`src/sv/ssw_pkg.sv`:
```
package ssw_pkg;

  localparam logic [4:0] MAX_SERVOS = 5'd20;

  localparam int unsigned FIFO_DEPTH = 2;
  localparam int unsigned FIFO_AW    = (FIFO_DEPTH > 1) ? $clog2(FIFO_DEPTH) : 1;

  localparam logic [7:0]  SYNC_BYTE        = 8'hFF;
  localparam logic [7:0]  BROADCAST_ID     = 8'hFE;
  localparam logic [7:0]  INSTR_SYNC       = 8'h83;
  localparam logic [7:0]  START_REG        = 8'd41;
  localparam logic [7:0]  BYTES_PER_RECORD = 8'd7;
  localparam logic [7:0]  LEN_OFFSET       = 8'd4;
  localparam logic [7:0]  TIME_BYTE        = 8'h00;
  localparam logic [15:0] DIR_BIT          = 16'h8000;

  typedef enum logic [3:0] {
    STEP_SYNC0   = 4'd0,
    STEP_SYNC1   = 4'd1,
    STEP_BCAST   = 4'd2,
    STEP_LEN     = 4'd3,
    STEP_INSTR   = 4'd4,
    STEP_REG     = 4'd5,
    STEP_NBYTES  = 4'd6,
    STEP_ID      = 4'd7,
    STEP_ACC     = 4'd8,
    STEP_POS_LO  = 4'd9,
    STEP_POS_HI  = 4'd10,
    STEP_TIME_LO = 4'd11,
    STEP_TIME_HI = 4'd12,
    STEP_SPD_LO  = 4'd13,
    STEP_SPD_HI  = 4'd14,
    STEP_CSUM    = 4'd15
  } step_e;

  typedef struct packed {
    logic [7:0]         servo_id;
    logic signed [15:0] position;
    logic [15:0]        speed;
    logic [7:0]         accel;
  } in_item_t;

  typedef struct packed {
    logic [7:0] out_byte;
    logic       packet_end;
    logic       run_end;
  } out_item_t;

  typedef struct packed {
    logic [7:0]  servo_id;
    logic [15:0] pos_code;
    logic [15:0] speed;
    logic [7:0]  accel;
    logic [7:0]  len_byte;
    logic        hdr;
    logic        last;
  } job_t;

  typedef struct packed {
    logic full;
    logic empty;
  } queue_stat_t;

  function automatic logic [4:0] eff_count(logic [4:0] c);
    logic [4:0] r;
    if (c == 5'd0) begin
      r = 5'd1;
    end else if (c > MAX_SERVOS) begin
      r = MAX_SERVOS;
    end else begin
      r = c;
    end
    return r;
  endfunction

  function automatic logic [15:0] pos_encode(logic signed [15:0] p);
    logic [15:0] r;
    if (p[15]) begin
      r = (16'(0) - 16'(p)) | DIR_BIT;
    end else begin
      r = 16'(p);
    end
    return r;
  endfunction

endpackage

```
`src/sv/ssw_front.sv`:
```
module ssw_front
  import ssw_pkg::*;
(
  input  logic        clk_i,
  input  logic        rst_ni,
  input  logic        in_valid,
  output logic        in_ready,
  input  in_item_t    in_data_i,
  input  logic        cfg_valid,
  output logic        cfg_ready,
  input  logic [4:0]  cfg_data_i,
  input  queue_stat_t q_stat_i,
  output logic        push_o,
  output job_t        job_o
);

  logic [4:0] servo_count_q, servo_count_d;
  logic [4:0] record_idx_q, record_idx_d;
  logic [4:0] latched_cnt_q, latched_cnt_d;
  logic [4:0] cnt_use;
  logic [4:0] idx_inc;
  logic       hdr;
  logic       last;

  assign in_ready  = !q_stat_i.full;
  assign cfg_ready = 1'b1;
  assign push_o    = in_valid && in_ready;

  assign hdr     = (record_idx_q == 5'd0);
  assign cnt_use = hdr ? eff_count(servo_count_q) : latched_cnt_q;
  assign idx_inc = record_idx_q + 5'd1;
  assign last    = (idx_inc >= cnt_use);

  always_comb begin
    job_o.servo_id = in_data_i.servo_id;
    job_o.pos_code = pos_encode(in_data_i.position);
    job_o.speed    = in_data_i.speed;
    job_o.accel    = in_data_i.accel;
    job_o.len_byte = {cnt_use, 3'b000} + LEN_OFFSET;
    job_o.hdr      = hdr;
    job_o.last     = last;
  end

  always_comb begin
    servo_count_d = servo_count_q;
    record_idx_d  = record_idx_q;
    latched_cnt_d = latched_cnt_q;
    if (cfg_valid && cfg_ready) begin
      servo_count_d = cfg_data_i;
    end
    if (push_o) begin
      latched_cnt_d = cnt_use;
      record_idx_d  = last ? 5'd0 : idx_inc;
    end
  end

  always_ff @(posedge clk_i or negedge rst_ni) begin
    if (!rst_ni) begin
      servo_count_q <= 5'd1;
      record_idx_q  <= 5'd0;
      latched_cnt_q <= 5'd1;
    end else begin
      servo_count_q <= servo_count_d;
      record_idx_q  <= record_idx_d;
      latched_cnt_q <= latched_cnt_d;
    end
  end

endmodule

```
`src/sv/ssw_queue.sv`:
```
module ssw_queue
  import ssw_pkg::*;
(
  input  logic        clk_i,
  input  logic        rst_ni,
  input  logic        push_i,
  input  job_t        job_i,
  input  logic        pop_i,
  output job_t        job_o,
  output queue_stat_t stat_o
);

  job_t                 mem_q [FIFO_DEPTH];
  logic [FIFO_AW-1:0]   wr_ptr_q, wr_ptr_d;
  logic [FIFO_AW-1:0]   rd_ptr_q, rd_ptr_d;
  logic [FIFO_AW:0]     count_q, count_d;

  assign stat_o.full  = (count_q == (FIFO_AW+1)'(FIFO_DEPTH));
  assign stat_o.empty = (count_q == '0);
  assign job_o        = mem_q[rd_ptr_q];

  always_comb begin
    wr_ptr_d = wr_ptr_q;
    rd_ptr_d = rd_ptr_q;
    count_d  = count_q;
    if (push_i) begin
      wr_ptr_d = (wr_ptr_q == FIFO_AW'(FIFO_DEPTH - 1)) ? '0 : wr_ptr_q + FIFO_AW'(1);
    end
    if (pop_i) begin
      rd_ptr_d = (rd_ptr_q == FIFO_AW'(FIFO_DEPTH - 1)) ? '0 : rd_ptr_q + FIFO_AW'(1);
    end
    if (push_i && !pop_i) begin
      count_d = count_q + (FIFO_AW+1)'(1);
    end else if (pop_i && !push_i) begin
      count_d = count_q - (FIFO_AW+1)'(1);
    end
  end

  always_ff @(posedge clk_i) begin
    if (push_i) begin
      mem_q[wr_ptr_q] <= job_i;
    end
  end

  always_ff @(posedge clk_i or negedge rst_ni) begin
    if (!rst_ni) begin
      wr_ptr_q <= '0;
      rd_ptr_q <= '0;
      count_q  <= '0;
    end else begin
      wr_ptr_q <= wr_ptr_d;
      rd_ptr_q <= rd_ptr_d;
      count_q  <= count_d;
    end
  end

endmodule

```
`src/sv/ssw_back.sv`:
```
module ssw_back
  import ssw_pkg::*;
(
  input  logic        clk_i,
  input  logic        rst_ni,
  input  job_t        job_i,
  input  queue_stat_t q_stat_i,
  output logic        pop_o,
  output logic        out_valid,
  input  logic        out_ready,
  output out_item_t   out_data_o
);

  job_t       job_q, job_d;
  step_e      step_q, step_d;
  logic       busy_q, busy_d;
  logic [7:0] sum_q, sum_d;
  logic       out_valid_q, out_valid_d;
  out_item_t  out_q, out_d;
  logic       emit;
  logic       final_byte;
  logic       load;
  logic [7:0] cur_byte;
  logic       summed;

  assign emit       = busy_q && (!out_valid_q || out_ready);
  assign final_byte = (step_q == STEP_CSUM) || ((step_q == STEP_SPD_HI) && !job_q.last);
  assign load       = !q_stat_i.empty && (!busy_q || (emit && final_byte));
  assign pop_o      = load;

  always_comb begin
    summed = 1'b1;
    unique case (step_q)
      STEP_SYNC0: begin
        cur_byte = SYNC_BYTE;
        summed   = 1'b0;
      end
      STEP_SYNC1: begin
        cur_byte = SYNC_BYTE;
        summed   = 1'b0;
      end
      STEP_BCAST:   cur_byte = BROADCAST_ID;
      STEP_LEN:     cur_byte = job_q.len_byte;
      STEP_INSTR:   cur_byte = INSTR_SYNC;
      STEP_REG:     cur_byte = START_REG;
      STEP_NBYTES:  cur_byte = BYTES_PER_RECORD;
      STEP_ID:      cur_byte = job_q.servo_id;
      STEP_ACC:     cur_byte = job_q.accel;
      STEP_POS_LO:  cur_byte = job_q.pos_code[7:0];
      STEP_POS_HI:  cur_byte = job_q.pos_code[15:8];
      STEP_TIME_LO: cur_byte = TIME_BYTE;
      STEP_TIME_HI: cur_byte = TIME_BYTE;
      STEP_SPD_LO:  cur_byte = job_q.speed[7:0];
      STEP_SPD_HI:  cur_byte = job_q.speed[15:8];
      STEP_CSUM: begin
        cur_byte = ~sum_q;
        summed   = 1'b0;
      end
      default: begin
        cur_byte = '0;
        summed   = 1'b0;
      end
    endcase
  end

  always_comb begin
    job_d       = job_q;
    step_d      = step_q;
    busy_d      = busy_q;
    sum_d       = sum_q;
    out_d       = out_q;
    out_valid_d = out_valid_q;
    if (out_valid_q && out_ready) begin
      out_valid_d = 1'b0;
    end
    if (emit) begin
      out_valid_d      = 1'b1;
      out_d.out_byte   = cur_byte;
      out_d.packet_end = (step_q == STEP_CSUM);
      out_d.run_end    = final_byte;
      if (step_q == STEP_SYNC0 || step_q == STEP_CSUM) begin
        sum_d = '0;
      end else if (summed) begin
        sum_d = sum_q + cur_byte;
      end
      step_d = step_e'(4'(step_q) + 4'd1);
      if (final_byte) begin
        busy_d = 1'b0;
      end
    end
    if (load) begin
      job_d  = job_i;
      busy_d = 1'b1;
      step_d = job_i.hdr ? STEP_SYNC0 : STEP_ID;
    end
  end

  always_ff @(posedge clk_i) begin
    job_q <= job_d;
    out_q <= out_d;
  end

  always_ff @(posedge clk_i or negedge rst_ni) begin
    if (!rst_ni) begin
      step_q      <= STEP_SYNC0;
      busy_q      <= 1'b0;
      sum_q       <= '0;
      out_valid_q <= 1'b0;
    end else begin
      step_q      <= step_d;
      busy_q      <= busy_d;
      sum_q       <= sum_d;
      out_valid_q <= out_valid_d;
    end
  end

  assign out_valid  = out_valid_q;
  assign out_data_o = out_q;

endmodule

```
`src/sv/servo_sync_write_framer_unit.sv`:
```
// Sync-write packet framer: each accepted servo record comes out as a run of bytes, one byte per
// clock while the output side takes them. A record inside a packet gives 8 bytes. The record
// that closes a packet gives 9, with the checksum after it. The first record of a packet gives
// 15, with the header in front. A first record that also closes the packet gives 16. A record
// therefore gives 8 to 16 bytes, paced by the back-end byte sequencer, and a queued next record
// follows with no gap. A two-entry record queue sits between the input side and the
// sequencer, so records are taken while earlier ones are still being sent. The record count per
// packet is read from the count register when a packet starts; 0 counts as 1 and anything above
// 20 as 20.
module servo_sync_write_framer_unit
  import ssw_pkg::*;
(
  input  logic       clk_i,
  input  logic       rst_ni,
  input  logic       in_valid,
  output logic       in_ready,
  input  in_item_t   in_data_i,
  output logic       out_valid,
  input  logic       out_ready,
  output out_item_t  out_data_o,
  input  logic       cfg_valid,
  output logic       cfg_ready,
  input  logic [4:0] cfg_data_i
);

  queue_stat_t q_stat;
  logic        push;
  logic        pop;
  job_t        push_job;
  job_t        head_job;

  ssw_front u_front (
    .clk_i      (clk_i),
    .rst_ni     (rst_ni),
    .in_valid   (in_valid),
    .in_ready   (in_ready),
    .in_data_i  (in_data_i),
    .cfg_valid  (cfg_valid),
    .cfg_ready  (cfg_ready),
    .cfg_data_i (cfg_data_i),
    .q_stat_i   (q_stat),
    .push_o     (push),
    .job_o      (push_job)
  );

  ssw_queue u_queue (
    .clk_i  (clk_i),
    .rst_ni (rst_ni),
    .push_i (push),
    .job_i  (push_job),
    .pop_i  (pop),
    .job_o  (head_job),
    .stat_o (q_stat)
  );

  ssw_back u_back (
    .clk_i      (clk_i),
    .rst_ni     (rst_ni),
    .job_i      (head_job),
    .q_stat_i   (q_stat),
    .pop_o      (pop),
    .out_valid  (out_valid),
    .out_ready  (out_ready),
    .out_data_o (out_data_o)
  );

  a_pkt_end_is_run_end: assert property (@(posedge clk_i) disable iff (!rst_ni)
    out_valid && out_data_o.packet_end |-> out_data_o.run_end)
    else $error("checksum byte not marked as end of run");

  a_pop_not_empty: assert property (@(posedge clk_i) disable iff (!rst_ni)
    pop |-> !q_stat.empty)
    else $error("record taken from empty queue");

  a_push_not_full: assert property (@(posedge clk_i) disable iff (!rst_ni)
    push |-> !q_stat.full)
    else $error("record written into full queue");

  a_push_fills: assert property (@(posedge clk_i) disable iff (!rst_ni)
    push && !pop |=> !q_stat.empty)
    else $error("queue empty after a record was written");

endmodule

```
`config.mk`:
```
export PLATFORM = sky130hd
export DESIGN_NAME = servo_sync_write_framer_unit
export DESIGN_NICKNAME = d
export VERILOG_FILES = /design/src/sv/ssw_pkg.sv /design/src/sv/ssw_front.sv /design/src/sv/ssw_queue.sv /design/src/sv/ssw_back.sv /design/src/sv/servo_sync_write_framer_unit.sv
export SDC_FILE = /design/constraint.sdc
export NUM_CORES = 1
export LEC_CHECK = 0
export ABC_CLOCK_PERIOD_IN_PS = 4300
export BUFFER_PORTS_ARGS = -buffer_cell sky130_fd_sc_hd__buf_4
export CAP_MARGIN = 20
export CORE_MARGIN = 2
export CORE_UTILIZATION = 40
export CTS_CLUSTER_SIZE = 25
export DETAILED_ROUTE_END_ITERATION = 7
export SLEW_MARGIN = 20
export SYNTH_ARGS = -nofsm -noshare
export SYNTH_HDL_FRONTEND = slang
export SYNTH_SLANG_ARGS = --single-unit
```
`constraint.sdc`:
```
create_clock -name clk_i -period 4.3 [get_ports clk_i]
set_input_delay 0.86 -clock clk_i [delete_from_list [all_inputs] [get_ports clk_i]]
set_output_delay 0.86 -clock clk_i [all_outputs]
set_load 0.05 [all_outputs]
```
**After elaboration in Yosys (flattened, before gate mapping)**

Memories as Yosys holds them, arrays and structs flattened.
Cells that the tools add are included.

- $add $sub $neg: 9
- Order comparisons: 2
- Eq/ne operators: 17
- Multiplexer cells: 22
- Bitwise operators: 1
- Reductions and logical operators: 32

Operator list:

| operator | count |
|---|---|
| $pmux W8 S14 | 1 |
| $eq A4 B4 Y1 const B | 8 |
| $mux W5 | 4 |
| $eq A4 B3 Y1 const B | 4 |
| $mux W16 | 1 |
| $mux W8 | 2 |
| $sub A1 B15 Y15 const A | 1 |
| $logic_not A5 Y1 | 2 |
| $mux W1 | 9 |
| $add A8 B3 Y8 const B | 1 |
| $add A8 B8 Y8 | 1 |
| $eq A4 B2 Y1 const B | 2 |
| $logic_and A1 B1 Y1 | 8 |
| $mux W4 | 2 |
| $not A8 Y8 | 1 |
| $reduce_bool A2 Y1 | 4 |
| $logic_not A1 Y1 | 7 |
| $add A5 B1 Y5 const B | 1 |
| $ge A5 B5 Y1 | 1 |
| $gt A5 B5 Y1 const B | 1 |
| $add A4 B1 Y4 const B | 1 |
| $eq A4 B1 Y1 const B | 1 |
| $logic_not A4 Y1 | 1 |
| $logic_or A1 B1 Y1 | 4 |
| 11 further kinds | 15 |

- Register bits: 100
- Memory bits (writable): 116
- Bits of input ports: 58
- Output and inout bits: 13
- Word-level logic and storage cells: 103
- Memories kept: 1

Memory list:

| name | words | width | read ports | clocked after memory_dff | wr ports | RTL line | RTL |
|---|---|---|---|---|---|---|---|
| u_queue.mem_q | 2 | 58 | 1 | 0 | 1 | ssw_queue.sv:13 | `job_t mem_q [FIFO_DEPTH];` |

**Depth between registers and ports, before layout**

Gate-level depths: netlist (run 1).

- Word-level depth: 9
- Mapped depth: 17
- Gate-level depth less buffers: 15

**By module**

From an unflattened synthesis (run 1), not the netlist that was laid out.

- Cells, all modules: 649
- Area total of the unflattened synthesis: 9549.2 µm²

Modules (own cells, without submodules):

| module | times used | cells an instance | area each (µm²) | sequential area each (µm²) |
|---|---|---|---|---|
| ssw_queue | 1 | 197 | 4418.0 | 3583.4 |
| ssw_back | 1 | 277 | 3666.0 | 2362.3 |
| ssw_front | 1 | 175 | 1465.2 | 377.9 |

**Worst setup path after synthesis (run 1)**

OpenSTA, ideal clock, no wires.

- Path type: register -> register
- From: register u_queue.count_q[0]
- To: memory u_queue.mem_q[0][0] in the netlist's numbering, enable pin
- Setup time: 0.468 ns
- Arrival time: 3.660 ns
- Data required time: 3.832 ns
- Slack: 0.172 ns
- Cell stages (with the launch flop): 5
- Buffers on the path: 1
- Period minus slack after synthesis: 4.128 ns
- Cell sequence: dfrtp_1 > nand2b_1 > nand2_1 > clkbuf_1 > nor2_1

- Longest elaborated chain between the ends: 5

Ends and longest elaborated chain:

| what | RTL line | RTL |
|---|---|---|
| from (decl) | ssw_queue.sv:16 | `logic [FIFO_AW:0] count_q, count_d;` |
| from (signal assigned) | ssw_queue.sv:53 | `count_q <= count_d;` |
| $eq A2 B2 Y1 | ssw_queue.sv:18 | `assign stat_o.full = (count_q == (FIFO_AW+1)'(FIFO_DEPTH));` |
| $logic_not A1 Y1 | ssw_front.sv:25 | `assign in_ready = !q_stat_i.full;` |
| named net in_ready | servo_sync_write_framer_unit.sv:16 | `output logic in_ready,` |
| $logic_and A1 B1 Y1 | ssw_front.sv:27 | `assign push_o = in_valid && in_ready;` |
| $mux W1 | ssw_queue.sv:40 | `if (push_i) begin` |
| $mux W1 (implied by the code) | ssw_queue.sv:41 | `mem_q[wr_ptr_q] <= job_i;` |
| to (decl) | ssw_queue.sv:13 |  |

The timed path passes the listed nets, and every way through them passes these cells.

**Final worst setup path (run 1)**

- From: register u_back.step_q[0]
- To: register u_back.sum_q[6]

- Longest elaborated chain between the ends: 6
- Elaborated cells on any way between the ends: 26
- Those cells by class: 1 x add/sub; 16 x eq/ne; 3 x mux; 6 x reduce/logical

Ends and longest elaborated chain:

| what | RTL line | RTL |
|---|---|---|
| from (decl) | ssw_back.sv:15 | `step_e step_q, step_d;` |
| from (signal assigned) | ssw_back.sv:110 | `step_q <= step_d;` |
| $eq A4 B4 Y1 (tied with other cells) | ssw_back.sv:33 | `unique case (step_q)` |
| $reduce_or A2 Y1 (no source line) | n/a |  |
| $pmux W8 S14 (*) | ssw_back.sv:33 |  |
| named net u_back.cur_byte[0] | ssw_back.sv:23 | `logic [7:0] cur_byte;` |
| $add A8 B8 Y8 (*) | ssw_back.sv:84 | `sum_d = sum_q + cur_byte;` |
| $mux W8 (*) | ssw_back.sv:83 | `end else if (summed) begin` |
| $mux W8 (*) | ssw_back.sv:81 | `if (step_q == STEP_SYNC0 \|\| step_q == STEP_CSUM) begin` |
| to (signal assigned) | ssw_back.sv:112 | `sum_q <= sum_d;` |
| to (decl) | ssw_back.sv:17 | `logic [7:0] sum_q, sum_d;` |

Mark *: on every way through the listed nets, which the timed path passes. The rest lies on a longest branch. The select of a mux whose other input is x is not followed.
A chain may end at the register's enable or synchronous reset.

==> impl_summary.txt, run 1 <==
----------------------------------------------------
[Power and ir drop]
  Switching fraction of total power ... 34.8%
  Worst VDD drop ... 0.315 mV
  Switch Pwr ... 2.73 mW
  Leakage power of the design ... 3.78 nW
  Power density cells ... 760 mW/mm²
  Part of the power in combinational logic ... 37.2%
  Internal power ... 5.12 mW
  Post-layout power ... 7.85 mW
  Sequential group share of total power ... 40.4%
  Proportion of power drawn by the clock network ... 22.3%

[Logic synthesis]
  Sequential fraction of the synthesis area ... 68.8%
  Synth Register Bits ... 207
  Dominant synthesized flop cell ... sky130_fd_sc_hd__edfxtp_1
  Cell accounting for the most synthesized area ... sky130_fd_sc_hd__edfxtp_1
  Gate Count Post-Synth ... 595
  Fraction of synthesized cell area taken by the top area cell type ... 59.3%
  Dominant cells by area after synthesis ... sky130_fd_sc_hd__edfxtp_1, sky130_fd_sc_hd__dfrtp_1, sky130_fd_sc_hd__mux2_2
  Syn Area/Cell ... 14.8 µm²
  Post-Syn Area ... 0.00880 mm²
  Synthesis warning total ... 0
  Number of enable flip-flop cells after synthesis ... 174
  Share of flip-flops with an asynchronous set or reset ... 15.9%
  Post-synthesis cell type count ... 61
  Net count after synthesis ... 675

[Clock network]
  Deepest level of the CTS H-tree ... 1
  Hold buffer count at cts ... 0
  Clock transition at the register clock pins on the worst setup and hold paths after CTS ... 60 ps
  Clock latency on the worst-skew pair ... 490 ps
  TritonCTS clock tree ... yes
  Max Root-Sink Buffers ... 3
  Resized Gates After CTS ... 0
  Number of setup buffers added after CTS ... 0
  Clock sink count ... 207
  Root Driver ... sky130_fd_sc_hd__clkbuf_16
  Total clock buffers created by CTS ... 22

[Layout]
  Net total in the final layout ... 751
  Relative area change from synthesis to final layout ... 17.3%
  Post-Layout Inst Area ... 0.0103 mm²
  Non-filler cells, final ... 967
  Diode count ... 0
  Fraction of layout instances using a drive strength above 1 ... 26.8%

[STA]
  Total negative slack for setup checks ... 0 ps
  Final number of setup-violating endpoints ... 0
  Share of the clock period used by the worst path ... 87.6%
  Final slew viol count ... 0
  Slew at the pin closest to its max-slew limit ... 797 ps
  Highest clock rate ... 0.266 GHz
  Unrepaired setup endpoints after global routing ... false
  Relative max-transition margin ... 46.9%
  Setup Skew ... 12.3 ps
  Hold Vio Cnt, Final ... 0
  Final critical path time including I/O delays and setup ... 3770 ps

[Drt]
  Via count normalized by instance count ... 5.20
  Number of remaining DRC errors ... 0
  TritonRoute pass-1 iters ... 4
  Antenna Violating Nets Remaining ... 0
  Drt total wl ... 17,100 µm
  Detailed router's first-iteration violation count ... 244
  Via count of the routed design ... 5,030
  WL per Instance ... 17.7 µm

[Critical path]
  Category of the worst setup path capture point ... flip-flop
  Startpoint class of the critical path ... flip-flop
  Data required, critical path ... 4680 ps
  Type of the worst setup path ... reg -> reg
  Maximum fanout encountered on the critical timing path ... 16
  Signal arrival time at the worst endpoint ... 4140 ps

[Placed design]
  Number of placed cells counting well taps ... 927
  Area post-placement ... 0.00965 mm²
  HPWL reported at the end of detailed placement ... 11,500 µm
  Final RePlAce weighted congestion ... 0.874
  Total of buffers placed on input and output ports ... 69

[Floorplan]
  Total core area ... 0.0217 mm²
  Height of the chip ... 152 µm
  Starting density of the core ... 40.6%
  Die Area ... 0.0232 mm²
  Core Rows ... 54
  Overall die width ... 152 µm
  I/O pins ... 71

[GRT]
  Total routing usage reported by global routing ... 14.7%
  Number of global-route vias before repair ... 5,106
  Maximum number of pins on one net before global-route repair ... 56
  Initial antenna violation count ... 0
  Remaining Overflow, GRT ... 0
  First-pass GRT wire length ... 27,500 µm

[Outcome]
  Run status ... complete, no violations

[Worst hold path]
  Min-delay worst type ... in -> async

[Flow run]
  Maxcap violations ... 0

----------------------------------------------------
==> synthesized netlist by cell type (all sizes together), types with 2 or more instances <==
master / count
a31oi: 2
o31ai: 6
a221oi: 4
nor2: 23
a211o: 2
o21a: 5
dfstp: 2
nand3: 7
or3: 4
and3: 3
ha: 21
a2111oi: 2
a21oi: 26
nor3: 4
a22o: 4
nor2b: 6
o22ai: 2
o21ai: 34
a211oi: 2
a21boi: 4
a22oi: 5
xor2: 9
inv: 26
o21bai: 2
nand2b: 8
buf: 7
edfxtp: 174
a222oi: 3
or4b: 2
a21o: 3
xnor2: 17
nor3b: 2
mux2i: 4
or4: 5
o211ai: 2
nand2: 39
dfrtp: 31
clkbuf: 17
a221o: 4
mux2: 62
==> stage by stage <==
stage / utilization, % / hold WS, ps / setup slack [ps]
2_1_floorplan: - / 449 / 172
3_3_place_gp: 44.5 / 465 / 841
3_5_place_dp: 44.5 / 469 / 593
4_1_cts: 47.6 / 329 / 587
5_1_grt: 47.6 / 350 / 226
6_report: 47.6 / 328 / 534
==> cell families (layout without fill, tap and decap cells) <==
group	count (synthesis)	count (layout)	share of synthesized area, %
flip-flops	207	207	68.8
AO/OA/AOI/OAI	117	117	8.84
AND/OR/NAND/NOR	105	105	5.83
multiplexers	66	66	8.38
buffers and inverters	51	143	2.36
XOR/XNOR	26	26	2.59
adder cells (fa/ha/maj)	22	22	3.21
other	1	1	0.0426
==> sequential cells by signal (all words and copies together) (netlist names), 4 cells and up <==
register and cells:
u_back.out_data_o 10, u_queue.mem_q 110, u_front.servo_count_q 5, u_back.step_q 4, u_front.record_idx_q 5, u_back.sum_q 8
u_back.job_q 54, u_front.latched_cnt_q 5
==> worst max-delay path, stage by stage, from the launching register on <==
cell,delay (ps)
sky130_fd_sc_hd__dfrtp_1,440
sky130_fd_sc_hd__inv_1,110
sky130_fd_sc_hd__ha_1,440
sky130_fd_sc_hd__or3_1,490
sky130_fd_sc_hd__a221o_1,330
sky130_fd_sc_hd__o311ai_1,130
sky130_fd_sc_hd__ha_1,250
sky130_fd_sc_hd__inv_1,60
sky130_fd_sc_hd__fa_1,390
sky130_fd_sc_hd__nor2b_1,160
sky130_fd_sc_hd__o21ai_1,110
sky130_fd_sc_hd__a21boi_1,250
sky130_fd_sc_hd__o21a_1,170
sky130_fd_sc_hd__o21ai_0,80
sky130_fd_sc_hd__a32o_1,260
==> power by group through the flow <==
stage	clock, mW	combinational, mW	sequential, mW
4_1_cts	1.79	2.92	3.18
2_1_floorplan	0	2.10	3.22
5_1_grt	1.88	3.23	3.23
6_report	1.75	2.92	3.18
3_3_place_gp	0	2.79	3.20
3_5_place_dp	0	2.91	3.22
==> routing by layer <==
| metal | vias to the layer above | track usage, % | share of wire [%] |
|---|---|---|---|
| met5 | - | 0 | 0 |
| met4 | 0 | 4.14 | 2.1 |
| met3 | 27 | 2.76 | 4.9 |
| met2 | 131 | 23.9 | 48 |
| met1 | 2473 | 20.2 | 45 |
| li1 | 2399 | - | - |
==> placed cells by master (no fill, tap or decap), drive strengths merged, types with 4 or more instances in the layout <==
cell type / instances
o21ai: 34
buf: 76
mux2i: 4
nor2b: 6
a221oi: 4
mux2: 62
or3: 4
nor3: 4
or4: 5
dfrtp: 31
a21oi: 26
a22oi: 5
nor2: 23
o31ai: 6
nand2b: 8
a22o: 4
clkinv: 8
nand2: 39
inv: 26
clkbuf: 31
edfxtp: 174
xnor2: 17
xor2: 9
a21boi: 4
a221o: 4
o21a: 5
nand3: 7
ha: 21
==> path summary, 6_finish.rpt <==
check / slack (ps) / cells after the start / from / endpoint
max: 530 / 14 / u_back.step_q[0] / u_back.sum_q[6]
min: 330 / 1 / rst_ni / u_back.sum_q[0]
max reg2reg: 530 / 14 / u_back.step_q[0] / u_back.sum_q[6]
max in group asynchronous: 3620 / 1 / rst_ni / u_front.latched_cnt_q[0]
min reg2reg: 480 / 1 / u_back.busy_q / u_back.out_valid
min in group clk_i: 480 / 1 / u_back.busy_q / u_back.out_valid
==> final cells by class <==
cell class | count | area [µm²]
clock buffers | 31 | 636
clock inverters | 9 | 47.5
fillers | 1871 | 11400
inverters | 27 | 101
multi-input cells | 337 | 2560
flip-flops and latches | 207 | 6050
well taps | 280 | 350
repair buffers | 76 | 583
Power figures use the tool's default switching activity.
==> run 2, diff against run 1 <==
--- a/config.mk
+++ b/config.mk
@@ -5,6 +5,7 @@
 export SDC_FILE = /design/constraint.sdc
 export NUM_CORES = 1
 export LEC_CHECK = 0
+export ABC_AREA = 1
 export ABC_CLOCK_PERIOD_IN_PS = 4300
 export BUFFER_PORTS_ARGS = -buffer_cell sky130_fd_sc_hd__buf_4
 export CAP_MARGIN = 20
==> impl_summary.txt, run 2 <==
----------------------------------------------------
[Power and ir drop]
  Switching fraction of total power ... 38.4% (+3.6 points)
  Sequential group share of total power ... 39.3% (-1.1 points)
  Leakage power of the design ... 4.44 nW (+17%)
  Worst VDD drop ... 0.301 mV (-4.5%)
  Internal power ... 5.22 mW (+2.0%)
  Part of the power in combinational logic ... 38.5% (+1.3 points)
  Power density cells ... 806 mW/mm² (+6.1%)
  Switch Pwr ... 3.26 mW (+19%)
  Proportion of power drawn by the clock network ... 22.2% (about the same)

[Layout]
  Post-Layout Inst Area ... 0.0105 mm² (+1.9%)
  Register bank with the most flops ... u_queue.mem_q
  Commonest non-fill, non-tap cell in the layout ... sky130_fd_sc_hd__nand2_1
  Diode count ... 0 (unchanged)
  Top library cells by usage in the layout, fill and taps aside ... sky130_fd_sc_hd__nand2_1, sky130_fd_sc_hd__edfxtp_1, sky130_fd_sc_hd__buf_4
  Net total in the final layout ... 944 (+26%)
  Fraction of layout instances using a drive strength above 1 ... 15.9% (-11 points)
  Non-filler cells, final ... 1,161 (+20%)
  Number of flip-flops under the largest register name ... 110 (unchanged)
  Relative area change from synthesis to final layout ... 17.1%

[Logic synthesis]
  Fraction of synthesized cell area taken by the top area cell type ... 58.1% (-1.2 points)
  Synthesis warning total ... 0 (unchanged)
  Net count after synthesis ... 868 (+29%)
  Post-Syn Area ... 0.00899 mm² (+2.1%)
  Sequential fraction of the synthesis area ... 67.3% (-1.4 points)
  Dominant synthesized flop cell ... sky130_fd_sc_hd__edfxtp_1
  Post-synthesis cell type count ... 45 (-26%)
  Gate Count Post-Synth ... 788 (+32%)
  List of most frequent post-synthesis cells ... sky130_fd_sc_hd__nand2_1, sky130_fd_sc_hd__edfxtp_1, sky130_fd_sc_hd__inv_1
  Most used standard cell by instance count after synthesis ... sky130_fd_sc_hd__nand2_1
  Number of enable flip-flop cells after synthesis ... 174 (unchanged)
  Share of flip-flops with an asynchronous set or reset ... 15.9% (unchanged)
  Synth Register Bits ... 207 (unchanged)
  Cell accounting for the most synthesized area ... sky130_fd_sc_hd__edfxtp_1
  Syn Area/Cell ... 11.4 µm² (-23%)
  Dominant cells by area after synthesis ... sky130_fd_sc_hd__edfxtp_1, sky130_fd_sc_hd__nand2_1, sky130_fd_sc_hd__dfrtp_1

[Flow run]
  Maxcap violations ... 0 (unchanged)

[Critical path]
  Cells traversed along the worst timing path ... ha_1 -> nand3_4 -> nand2_1 -> nor2_1 -> nand3_4 -> nand4_1 -> ha_1 -> inv_1 -> fa_1 -> o21ai_0 -> nand2_1 -> nand2_1 -> a21oi_1 -> xnor2_1 -> nand2_1 -> nand2_1
  Signal arrival time at the worst endpoint ... 3770 ps (-370 ps)
  Largest stage delay on the critical path ... 440 ps (-50 ps)
  Most Frequent Cell on Critical Path ... sky130_fd_sc_hd__nand2_1
  Slowest stage cell, crit path ... sky130_fd_sc_hd__dfrtp_1
  CP Buf/Inv Count ... 1 (-1)
  Type of the worst setup path ... reg -> reg
  Kind of cell adding the most delay to the critical path ... simple AND/OR/NAND/NOR gates
  Data required, critical path ... 4690 ps (about the same)
  Startpoint class of the critical path ... flip-flop
  Maximum fanout encountered on the critical timing path ... 16 (unchanged)
  Category of the worst setup path capture point ... flip-flop

[Clock network]
  Root Driver ... sky130_fd_sc_hd__clkbuf_16
  Clock latency on the worst-skew pair ... 500 ps (about the same)
  Number of setup buffers added after CTS ... 0 (unchanged)
  Resized Gates After CTS ... 0 (unchanged)
  Clock sink count ... 207 (unchanged)
  Clock transition at the register clock pins on the worst setup and hold paths after CTS ... 60 ps (about the same)
  Hold buffer count at cts ... 0 (unchanged)
  TritonCTS clock tree ... yes
  Max Root-Sink Buffers ... 3 (unchanged)
  Deepest level of the CTS H-tree ... 1 (unchanged)
  Total clock buffers created by CTS ... 23 (+4.5%)

[Floorplan]
  Height of the chip ... 154 µm (+1.0%)
  I/O pins ... 71 (unchanged)
  Core Rows ... 54 (unchanged)
  Starting density of the core ... 41.0% (+0.36 points)
  Total core area ... 0.0220 mm² (+1.2%)
  Die Area ... 0.0237 mm² (+2.1%)
  Overall die width ... 154 µm (+1.0%)

[Placed design]
  HPWL reported at the end of detailed placement ... 12,300 µm (+7.0%)
  Number of placed cells counting well taps ... 1,119 (+21%)
  Final RePlAce weighted congestion ... 0.853 (-2.3%)
  Area post-placement ... 0.00979 mm² (+1.5%)
  Place WS ... 940 ps (+347 ps)
  Total of buffers placed on input and output ports ... 69 (unchanged)

[STA]
  Total negative slack for setup checks ... 0 ps (unchanged)
  Hold Vio Cnt, Final ... 0 (unchanged)
  Highest clock rate ... 0.297 GHz (+12%)
  Relative max-transition margin ... 45.5% (-1.3 points)
  Share of the clock period used by the worst path ... 78.4% (-9.2 points)
  Unrepaired setup endpoints after global routing ... false
  Final slew viol count ... 0 (unchanged)
  Smallest setup slack after layout ... 928 ps (+394 ps)
  Setup Skew ... 11.8 ps (-0.480 ps)
  Final critical path time including I/O delays and setup ... 3370 ps (-394 ps)
  Slew at the pin closest to its max-slew limit ... 817 ps (+20.1 ps)
  Final number of setup-violating endpoints ... 0 (unchanged)

[Outcome]
  Run status ... complete, no violations

[Drt]
  Antenna Violating Nets Remaining ... 0 (unchanged)
  Number of remaining DRC errors ... 0 (unchanged)
  Via count normalized by instance count ... 4.82 (-7.3%)
  Drt total wl ... 18,200 µm (+6.7%)
  Via count of the routed design ... 5,597 (+11%)
  Detailed router's first-iteration violation count ... 439 (+80%)
  WL per Instance ... 15.7 µm (-11%)
  TritonRoute pass-1 iters ... 5 (+1)

[GRT]
  Total routing usage reported by global routing ... 15.7% (+1.0 points)
  Number of global-route vias before repair ... 5,272 (+3.3%)
  Remaining Overflow, GRT ... 0 (unchanged)
  Maximum number of pins on one net before global-route repair ... 57 (+1.8%)
  Initial antenna violation count ... 0 (unchanged)
  First-pass GRT wire length ... 29,100 µm (+5.9%)

[Worst hold path]
  Min-delay worst type ... in -> async

----------------------------------------------------
[run 2: cell count changes in the layout (fill, tap and decap cells not counted), moves of 6 or more]
cell / change
sky130_fd_sc_hd__inv_1: +42
sky130_fd_sc_hd__mux2_2: -59
sky130_fd_sc_hd__nand2_1: +217
sky130_fd_sc_hd__nand2b_1: -8
sky130_fd_sc_hd__nand3_1: +25
sky130_fd_sc_hd__nand4_1: +13
sky130_fd_sc_hd__nor2_1: +12
sky130_fd_sc_hd__nor2b_1: -6
sky130_fd_sc_hd__o21ai_0: +11
sky130_fd_sc_hd__o21ai_1: -11
sky130_fd_sc_hd__xnor2_1: -7
[run 2: cells by family (layout without fill, tap and decap cells)]
kind of cell,after synthesis,after routing,synth area share [%]
AO/OA/AOI/OAI,86,86,5.98
XOR/XNOR,24,24,2.34
adder cells (fa/ha/maj),22,22,3.14
buffers and inverters,91,184,4.34
flip-flops,207,207,67.3
multiplexers,1,1,0.125
other,1,1,0.0417
AND/OR/NAND/NOR,356,356,16.7
[run 2: final timing paths]
kind                       cells past startpoint                       end                      from  slack (ps)
max in group asynchronous                      1  u_front.latched_cnt_q[0]                    rst_ni        3650
min                                            1  u_front.servo_count_q[4]                    rst_ni         310
min reg2reg                                    2  u_front.latched_cnt_q[2]  u_front.latched_cnt_q[2]         490
max reg2reg                                   16           u_back.sum_q[6]          u_back.step_q[1]         930
max                                           16           u_back.sum_q[6]          u_back.step_q[1]         930
min in group clk_i                             2  u_front.latched_cnt_q[2]  u_front.latched_cnt_q[2]         490
[run 2: metal layers]
| layer | vias to the layer above | track usage (%) | wire, µm | part of all wire [%] |
|---|---|---|---|---|
| met5 | - | 0 | 0 | 0 |
| met4 | 0 | 4.81 | 382 | 2.1 |
| met3 | 28 | 2.11 | 671 | 3.7 |
| met2 | 113 | 24.9 | 8480 | 47 |
| met1 | 2624 | 22.7 | 8690 | 48 |
| li1 | 2832 | - | - | - |
[run 2: cell type report]
class	instances	area, µm²
clock buffers	27	601
fillers	1931	11400
well taps	280	350
inverters	68	259
multi-input cells	490	2560
flip-flops and latches	207	6050
repair buffers	74	568
clock inverters	15	134
[run 2: power by group through the flow]
| stage | sequential, mW | combinational [mW] | clock, mW |
|---|---|---|---|
| 6_report | 3.34 | 3.27 | 1.88 |
| 2_1_floorplan | 3.42 | 2.33 | 0 |
| 5_1_grt | 3.40 | 3.69 | 2.01 |
| 3_5_place_dp | 3.38 | 3.29 | 0 |
| 4_1_cts | 3.34 | 3.30 | 1.93 |
| 3_3_place_gp | 3.38 | 3.28 | 0 |
[run 2: metrics by stage]
stage                     utilization (%)  power [mW]  hold WS, ps
after floorplan                         -        5.75          448
after global placement               44.6        6.65          466
after detailed placement             44.6        6.67          480
after CTS                            47.9        8.57          321
after global routing                 47.9        9.09          337
final                                47.9        8.49          307
[run 2: worst reg2reg max path: cells and delay by family (launching register included)]
family          cells  cell delay, ps
buf+inv             1              70
xor+xnor            1             130
flops               1             440
compound gates      2             380
simple gates        9            1250
fa+ha+maj           3            1010
==> run 3, diff against run 2 <==
--- a/config.mk
+++ b/config.mk
@@ -6,7 +6,7 @@
 export NUM_CORES = 1
 export LEC_CHECK = 0
 export ABC_AREA = 1
-export ABC_CLOCK_PERIOD_IN_PS = 4300
+export ABC_CLOCK_PERIOD_IN_PS = 3000
 export BUFFER_PORTS_ARGS = -buffer_cell sky130_fd_sc_hd__buf_4
 export CAP_MARGIN = 20
 export CORE_MARGIN = 2
==> constraint.sdc (replaced) <==
create_clock -name clk_i -period 3 [get_ports clk_i]
set_input_delay 0.6 -clock clk_i [delete_from_list [all_inputs] [get_ports clk_i]]
set_output_delay 0.6 -clock clk_i [all_outputs]
set_load 0.05 [all_outputs]
==> impl_summary.txt, run 3 (same netlist as run 2, synthesis figures left out) <==
----------------------------------------------------
[STA]
  Final number of setup-violating endpoints ... 0 (unchanged)
  Hold Vio Cnt, Final ... 0 (unchanged)
  Relative max-transition margin ... 56.8% (+11 points)
  Smallest setup slack after layout ... 161 ps (-766 ps)
  Final critical path time including I/O delays and setup ... 2840 ps (-534 ps)
  Final slew viol count ... 0 (unchanged)
  Setup Skew ... 8.68 ps (-3.10 ps)
  Share of the clock period used by the worst path ... 94.6% (+16 points)
  Slew at the pin closest to its max-slew limit ... 648 ps (-169 ps)
  Highest clock rate ... 0.352 GHz (+19%)
  Total negative slack for setup checks ... 0 ps (unchanged)

[Drt]
  Via count normalized by instance count ... 4.85 (+0.61%)
  Via count of the routed design ... 5,806 (+3.7%)
  Met3 routed wirelength ... 950 µm (+42%)
  WL per Instance ... 15.9 µm (+1.6%)
  Antenna Violating Nets Remaining ... 0 (unchanged)
  Number of remaining DRC errors ... 0 (unchanged)
  Metal2 WL ... 9140 µm (+7.8%)
  Top sig layer ... met4
  Detailed router's first-iteration violation count ... 391 (-11%)
  TritonRoute pass-1 iters ... 6 (+1)
  Routed met1 length ... 8650 µm (-0.44%)
  Drt total wl ... 19,100 µm (+4.7%)

[Layout]
  Fraction of layout instances using a drive strength above 1 ... 21.4% (+5.5 points)
  Commonest non-fill, non-tap cell in the layout ... sky130_fd_sc_hd__nand2_1
  Diode count ... 0 (unchanged)
  Register bank with the most flops ... u_queue.mem_q
  Relative area change from synthesis to final layout ... 21.8%
  Top library cells by usage in the layout, fill and taps aside ... sky130_fd_sc_hd__nand2_1, sky130_fd_sc_hd__edfxtp_1, sky130_fd_sc_hd__buf_4
  Net total in the final layout ... 981 (+3.9%)
  Number of flip-flops under the largest register name ... 110 (unchanged)

[Outcome]
  Run status ... complete, no violations

[Critical path]
  End of the worst register-to-register path ... u_back.sum_q[7]
  Maximum fanout encountered on the critical timing path ... 7 (-9)
  Startpoint class of the critical path ... flip-flop
  Type of the worst setup path ... reg -> reg
  Largest stage delay on the critical path ... 550 ps (+110 ps)
  Signal arrival time at the worst endpoint ... 3270 ps (-500 ps)
  Slowest stage cell, crit path ... sky130_fd_sc_hd__dfrtp_1
  Category of the worst setup path capture point ... flip-flop
  Critical path startpoint ... u_back.step_q[2]
  Kind of cell adding the most delay to the critical path ... simple AND/OR/NAND/NOR gates
  Data required, critical path ... 3440 ps (-1250 ps)
  Slack of the worst reg-to-reg path ... 160 ps (-770 ps)
  Reg2reg path depth ... 16 (unchanged)
  CP Buf/Inv Count ... 3 (+2)
  Cells traversed along the worst timing path ... inv_4 -> nor2_4 -> nand2_1 -> nand3_2 -> nor2_4 -> nand3_4 -> buf_4 -> nand4_1 -> ha_4 -> a21oi_1 -> o21ai_0 -> a31oi_1 -> inv_1 -> nand3_1 -> nand3_1 -> nand2_1
  Critical register-to-register path startpoint ... u_back.step_q[2]

[Placed design]
  HPWL reported at the end of detailed placement ... 13,400 µm (+8.4%)
  Final RePlAce weighted congestion ... 0.887 (+3.9%)
  Total of buffers placed on input and output ports ... 69 (unchanged)
  Place WS ... 11.8 ps (-929 ps)

[Clock network]
  Root Driver ... sky130_fd_sc_hd__clkbuf_16
  Clock transition at the register clock pins on the worst setup and hold paths after CTS ... 60 ps (about the same)
  Max Root-Sink Buffers ... 3 (unchanged)
  Deepest level of the CTS H-tree ... 1 (unchanged)
  Clock latency on the worst-skew pair ... 500 ps (about the same)
  TritonCTS clock tree ... yes
  Total clock buffers created by CTS ... 22 (-4.3%)
  Hold buffer count at cts ... 0 (unchanged)
  Clock sink count ... 207 (unchanged)

[Power and ir drop]
  Worst VDD drop ... 0.404 mV (+34%)
  Power density cells ... 1200 mW/mm² (+49%)
  Leakage power of the design ... 4.64 nW (+4.4%)

[Floorplan]
  Total core area ... 0.0220 mm² (unchanged)
  I/O pins ... 71 (unchanged)
  Die Area ... 0.0237 mm² (unchanged)
  Overall die width ... 154 µm (unchanged)
  Height of the chip ... 154 µm (unchanged)
  Core Rows ... 54 (unchanged)
  Starting density of the core ... 41.0% (unchanged)

[GRT]
  Total routing usage reported by global routing ... 16.5% (+0.82 points)
  First-pass GRT wire length ... 30,500 µm (+4.9%)
  Remaining Overflow, GRT ... 0 (unchanged)
  Initial antenna violation count ... 0 (unchanged)
  Number of global-route vias before repair ... 5,720 (+8.5%)
  Maximum number of pins on one net before global-route repair ... 56 (-1.8%)

[Worst hold path]
  Min-delay worst type ... in -> async

[Flow run]
  Maxcap violations ... 0 (unchanged)

----------------------------------------------------
==> run 3: changes by cell type in the layout (fill, tap and decap cells not counted), moves of 3 or more <==
cell and delta:
sky130_fd_sc_hd__buf_4 +36, sky130_fd_sc_hd__ha_1 -7, sky130_fd_sc_hd__inv_1 -6, sky130_fd_sc_hd__inv_2 +6, sky130_fd_sc_hd__ha_4 +4, sky130_fd_sc_hd__clkinv_1 -3
sky130_fd_sc_hd__ha_2 +3
==> run 3: worst max path at each step <==
| stage | end | slack [ps] | depth (start not counted) |
|---|---|---|---|
| after global placement | u_back.sum_q[6] | 50 | 16 |
| after detailed placement | u_back.sum_q[6] | 10 | 16 |
| after global routing | u_back.sum_q[6] | -20 | 17 |
| final | u_back.sum_q[7] | 160 | 16 |
| after floorplan | u_queue.mem_q[1][0] | 50 | 4 |
| after CTS | u_back.sum_q[7] | 40 | 15 |
==> run 3: worst register-to-register path, delay by kind of cell, from the launching register on <==
family / cells / cell delay, ps
compound gates: 3 / 560
fa+ha+maj: 1 / 260
buf+inv: 3 / 340
flops: 1 / 550
simple gates: 9 / 1060
==> run 3: area by class of cell <==
| type | instances | area (µm²) |
|---|---|---|
| timing repair buffer | 112 | 878 |
| inverter | 68 | 259 |
| sequential | 207 | 6050 |
| tap | 280 | 350 |
| fill | 1925 | 11000 |
| multi-input combinational | 490 | 2650 |
| clock buffer | 28 | 594 |
| clock inverter | 12 | 164 |
==> run 3: metrics by stage <==
step	instance area (µm²)	hold WS, ps	std cells	power, mW	util [%]
floorplan	9000	304	788	8.23	-
global placement	10100	464	1152	10.0	45.8
detailed placement	10100	476	1152	10.1	45.8
CTS	10800	54.7	1192	12.9	49.3
global route	10900	63.7	1197	14.1	49.9
finish	10900	52.3	1197	13.1	49.9
==> run 3: what timing repair did <==
item / 4_1_cts / 5_1_grt
buffers inserted: 0 / 5
gates resized for setup: 1 / 23
pin swaps: 0 / 5
endpoints found under the setup margin: 1 / 5
==> run 3: layer usage <==
layer | vias to the layer above | GRT usage (%)
met5 | - | 0
met4 | 0 | 4.41
met3 | 25 | 2.56
met2 | 135 | 27.1
met1 | 2741 | 23.0
li1 | 2905 | -
==> run 3: report_power, final <==
group	switching, mW	internal [mW]	leakage [nW]
sequential	0.416	4.33	2.02
clock	1.07	1.75	0.369
combinational	3.42	2.13	2.25
